[config.mk]
export PLATFORM = sky130hd
export DESIGN_NAME = ersm_sine
export DESIGN_NICKNAME = d
export VERILOG_FILES = /design/src/hdl/ersm_pkg.sv /design/src/hdl/ersm_sine.sv
export SDC_FILE = /design/constraint.sdc
export NUM_CORES = 2
export LEC_CHECK = 0
export BUFFER_PORTS_ARGS = -buffer_cell sky130_fd_sc_hd__buf_4
export CAP_MARGIN = 25
export CORE_MARGIN = 3
export CORE_UTILIZATION = 32
export DETAILED_ROUTE_END_ITERATION = 10
export HOLD_SLACK_MARGIN = 0.15
export SYNTH_ARGS = -nofsm -noshare
export SYNTH_HDL_FRONTEND = slang
export SYNTH_SLANG_ARGS = --single-unit
[constraint.sdc]
create_clock -name clk -period 14.8 [get_ports clk]
set_input_delay 2.96 -clock clk [delete_from_list [all_inputs] [get_ports clk]]
set_output_delay 2.96 -clock clk [all_outputs]
set_load 0.05 [all_outputs]
[src/hdl/ersm_pkg.sv]
package ersm_pkg;

  localparam int ANGLE_BITS = 16;
  localparam int ELEM_BITS  = 16;
  localparam int TRIG_W     = 19;   // signed Q16, magnitude up to about 65537
  localparam int SIN_A      = 102944;
  localparam int SIN_B      = 42047;
  localparam int SIN_C      = 4640;

  typedef struct packed {
    logic [15:0]        angle_x;
    logic [15:0]        angle_y;
    logic [15:0]        angle_z;
    logic signed [15:0] scale_x;
    logic signed [15:0] scale_y;
    logic signed [15:0] scale_z;
  } ersm_in_t;

  typedef struct packed {
    logic [1:0]         row_index;
    logic signed [15:0] col0;
    logic signed [15:0] col1;
    logic signed [15:0] col2;
    logic signed [15:0] col3;
    logic               last_row;
  } ersm_out_t;

  // Reduce an angle to its unsigned Q1.16 fraction within the quadrant (mirrored on odd quadrants).
  function automatic logic [16:0] angle_frac(input logic [ANGLE_BITS-1:0] a);
    logic [16:0] x;
    logic [ANGLE_BITS-3:0] f;
    begin
      f = a[ANGLE_BITS-3:0];
      if (ANGLE_BITS <= 18) x = 17'(f) << (18 - ANGLE_BITS);
      else x = 17'(f >> (ANGLE_BITS - 18));
      if (a[ANGLE_BITS-2]) x = 17'(65536) - x;
      return x;
    end
  endfunction

  // Saturate and keep the low 16 bits.
  function automatic logic [15:0] sat_elem(input logic signed [47:0] v);
    logic signed [47:0] hi;
    logic signed [47:0] lo;
    logic signed [47:0] r;
    begin
      hi = (48'sd1 <<< (ELEM_BITS - 1)) - 48'sd1;
      lo = -hi - 48'sd1;
      r = (v > hi) ? hi : ((v < lo) ? lo : v);
      return r[15:0];
    end
  endfunction

endpackage

[src/hdl/ersm_sine.sv]
module ersm_sine (
  input  logic                              clk,
  input  logic                              en,
  input  logic [ersm_pkg::ANGLE_BITS-1:0]   angle,
  output logic signed [ersm_pkg::TRIG_W-1:0] sine
);
  import ersm_pkg::*;

  // Four register stages: x2, C term, B term, A term; sign applied at the end.
  logic [16:0] xa;
  logic [16:0] x1_r, x2q_r, x3_r;
  logic [16:0] sq1_r, sq2_r;
  logic [1:0]  s1_r, s2_r, s3_r, s4_r;
  logic [17:0] t2_r, t3_r;
  logic [17:0] t4_r;
  logic [33:0] p_sq;
  logic [34:0] p_c, p_b, p_a;
  logic [17:0] tb, ta;

  assign xa   = angle_frac(angle);
  assign p_sq = 34'(xa) * 34'(xa);
  assign p_c  = 35'(SIN_C) * 35'(sq1_r);
  assign tb   = 18'(SIN_B) - 18'(p_c >> 16);
  assign p_b  = 35'(t2_r) * 35'(sq2_r);
  assign ta   = 18'(SIN_A) - 18'(p_b >> 16);
  assign p_a  = 35'(t3_r) * 35'(x3_r);

  always_ff @(posedge clk) begin
    if (en) begin
      x1_r  <= xa;
      s1_r  <= angle[ANGLE_BITS-1 -: 2];
      sq1_r <= 17'(p_sq >> 16);
      x2q_r <= x1_r;
      s2_r  <= s1_r;
      sq2_r <= sq1_r;
      t2_r  <= tb;
      x3_r  <= x2q_r;
      s3_r  <= s2_r;
      t3_r  <= ta;
      t4_r  <= 18'(p_a >> 16);
      s4_r  <= s3_r;
    end
  end

  assign sine = s4_r[1] ? -$signed({1'b0, t4_r}) : $signed({1'b0, t4_r});
endmodule

==> impl_metrics.ini <==
[floorplanning]
ioPinCount = 37
core_region_area_um2 = 90840
fp.dieH_um = 310.1
floorplan.initialDensity_pct = 32.57
die-area_um2 = 96130
die-width_um = 310.1
fp-row-count = 110

[yosys]
ys_async_sr_fraction_pct = 0
synth_cell_type_count = 79
combinational_family_with_the_most_area_after_synthesis = adder cells
synth_most_common_cell = inv_1
synth_simple_gate_area_share_pct = 13.88
synth-edff-count = 135
muxShareOfSynthArea_pct = 0.1692
yosys_top_cell_area_share_pct = 37.96
synthesis.yosys.warnings = 0
synth_compound_gate_area_share_pct = 4.754
synth_fa_ha_area_share_pct = 53.40
syn_area_per_cell_um2 = 9.549
synth_sequential_area_ratio_pct = 13.70
synth.largest_area_cell = fa_1
synth.area.top_cells = fa_1, ha_1, edfxtp_1, inv_1, nand2_1
netlist_instances = 3098
synth_top_cells_by_count = inv_1, fa_1, nand2_1
netlist_area_um2 = 29580
ys.flop_type = edfxtp_1
synthXorXnorAreaFrac_pct = 3.422
synth_seq_cells = 135

[worst_setup_path]
setup.worst_path.start_class = input port
path_class = in2reg
slowest_stage = xnor2_1
critPathMaxStageDelay_ps = 560
critical_path.endpoint_type = register
crit_fanout = 11
crit_top_cell = fa_1
arrival_ps = 11200
worstPathRequired_ps = 15010

[detailed_routing]
met2WireLength_um = 29450
remaining_drc_errors = 0
average_wire_per_cell_in_the_routed_design_um = 14.90
wl_met1_um = 29370
routed-via-count = 19820
wl_um = 63570
wl_met3_um = 3562
viasPerCell = 4.647
highest-signal-layer = met4
first_iter_violations = 1047
antenna_violating_nets_post_route = 0
detailed_router_iteration_count_before_antenna_repair = 6

[clock_tree]
post_cts_resize_count = 0
cts_hold_buf = 0
root_buffer = clkbuf_16
tritoncts.num_buffers = 17
clk_transition_reported_paths_ps = 60
htreeDepth = 4
cts_post_setup_buffers_inserted = 0
clock_sinks = 135
cts_tree = done
max-clock-path-buffers = 2
insertion_delay_ps = 460

[placement]
globalplace.congestion = 0.8438
dp_hpwl_um = 51630
io_buffers = 36

[sta]
fin_setup_tns_ps = 0
maxSlewViolCount = 0
final_count_of_hold_timing_violations = 0
timing.fmax_mhz = 91.00
rsz0062_at_grt = no
worst_slew_pin_slew_ps = 918.2
final.min_clock_period_ps = 10990
final_min_period_over_clock_period_pct = 74.25
setup_viol = 0
finClkSkew_ps = 19.63
timing.slew.headroom_pct = 38.58

[run_status]
run_status = finished, final reports clean

[grt]
grt_antenna_before_repair = 0
grt_first_pass_wirelength_um = 106900
first_global_vias = 20772
grt_start_max_net_pins = 72
globalRouteTotalUtil_pct = 13.87
grt_remaining_overflow = 0

[job]
drv_cap = 0

[finish]
antenna_cells = 0
drive_gt1_share_pct = 3.140
syn2layout_area_growth_pct = 7.000
layout.nets = 4020

[worst_hold_path]
holdCritPathClass = reg2reg
-- cells in the final DEF (no fill, tap or decap), types with 6 or more instances in the layout --
cell / instances
xnor2_1: 69
nor2b_1: 13
o21a_1: 8
buf_4: 45
a21o_1: 21
or3_1: 11
o31ai_1: 7
o41ai_1: 6
nand2_1: 436
o21ai_1: 15
a211oi_1: 6
inv_1: 733
nor3_1: 17
clkbuf_16: 17
and3_1: 13
o21ai_0: 24
nor2_1: 109
nand3_1: 26
a21oi_1: 52
clkinv_1: 6
conb_1: 10
nand4_1: 10
fa_1: 561
ha_1: 365
o21bai_1: 7
edfxtp_1: 135
xor2_1: 44
nand2b_1: 14
o31a_1: 6
and2_1: 199
-- layout make-up --
type	instances	area, um2
multi-input cells	2133	22410
repair buffers	46	349.1
clock inverters	15	156.4
flip-flops and latches	135	4054
fillers	9290	59180
clock buffers	17	425.4
well taps	1176	1471
inverters	743	2789
-- layer usage --
| layer | global-route usage, % | up-vias |
|---|---|---|
| met5 | 0 | - |
| met4 | 3.256 | 0 |
| met3 | 2.403 | 71 |
| met2 | 22.74 | 457 |
| met1 | 19.17 | 9923 |
| li1 | - | 9369 |
-- worst max-delay path: cells and delay by family --
kind	cells	cell delay, ps
AO/OA/AOI/OAI	8	1940
XOR/XNOR	2	690
adder cells (fa/ha/maj)	8	3310
buffers and inverters	6	980
AND/OR/NAND/NOR	7	1310
-- path summary, 6_finish.rpt --
check	start	endpoint	slack, ps	cells past startpoint
max	angle[0]	sq1_r[16]	3810	31
min	x1_r[4]	x2q_r[4]	410	0
max reg2reg	t2_r[9]	t3_r[17]	6890	22
min reg2reg	x1_r[4]	x2q_r[4]	410	0
-- metrics by stage --
stage / utilization, % / hold slack, ps / instance area, um2 / cells / setup WS (ps)
after floorplan: - / 400.3 / 29610 / 3106 / 4452
after global routing: 34.85 / 417.8 / 31650 / 4265 / 3161
final: 34.85 / 411.7 / 31650 / 4265 / 3811
after detailed placement: 34.20 / 404.5 / 31060 / 4232 / 3387
after global placement: 34.20 / 401.5 / 31060 / 4232 / 3624
after CTS: 34.84 / 415.4 / 31650 / 4264 / 3848
-- flip-flops by register name (all words and copies together), names as in the netlist --
name	flops
s3_r	1
sq1_r	17
x1_r	15
s4_r	1
x2q_r	15
s1_r	1
sq2_r	17
t3_r	18
x3_r	15
s2_r	1
t4_r	18
t2_r	16
-- kinds of logic after synthesis --
group,after synthesis
buffers and inverters,838
AND/OR/NAND/NOR,876
other,2
multiplexers,5
AO/OA/AOI/OAI,202
adder cells (fa/ha/maj),926
XOR/XNOR,114
flip-flops,135
Power is left out: the tool's default activity adds up to more than one toggle a clock period on the data nets, which glitch-free logic cannot reach.
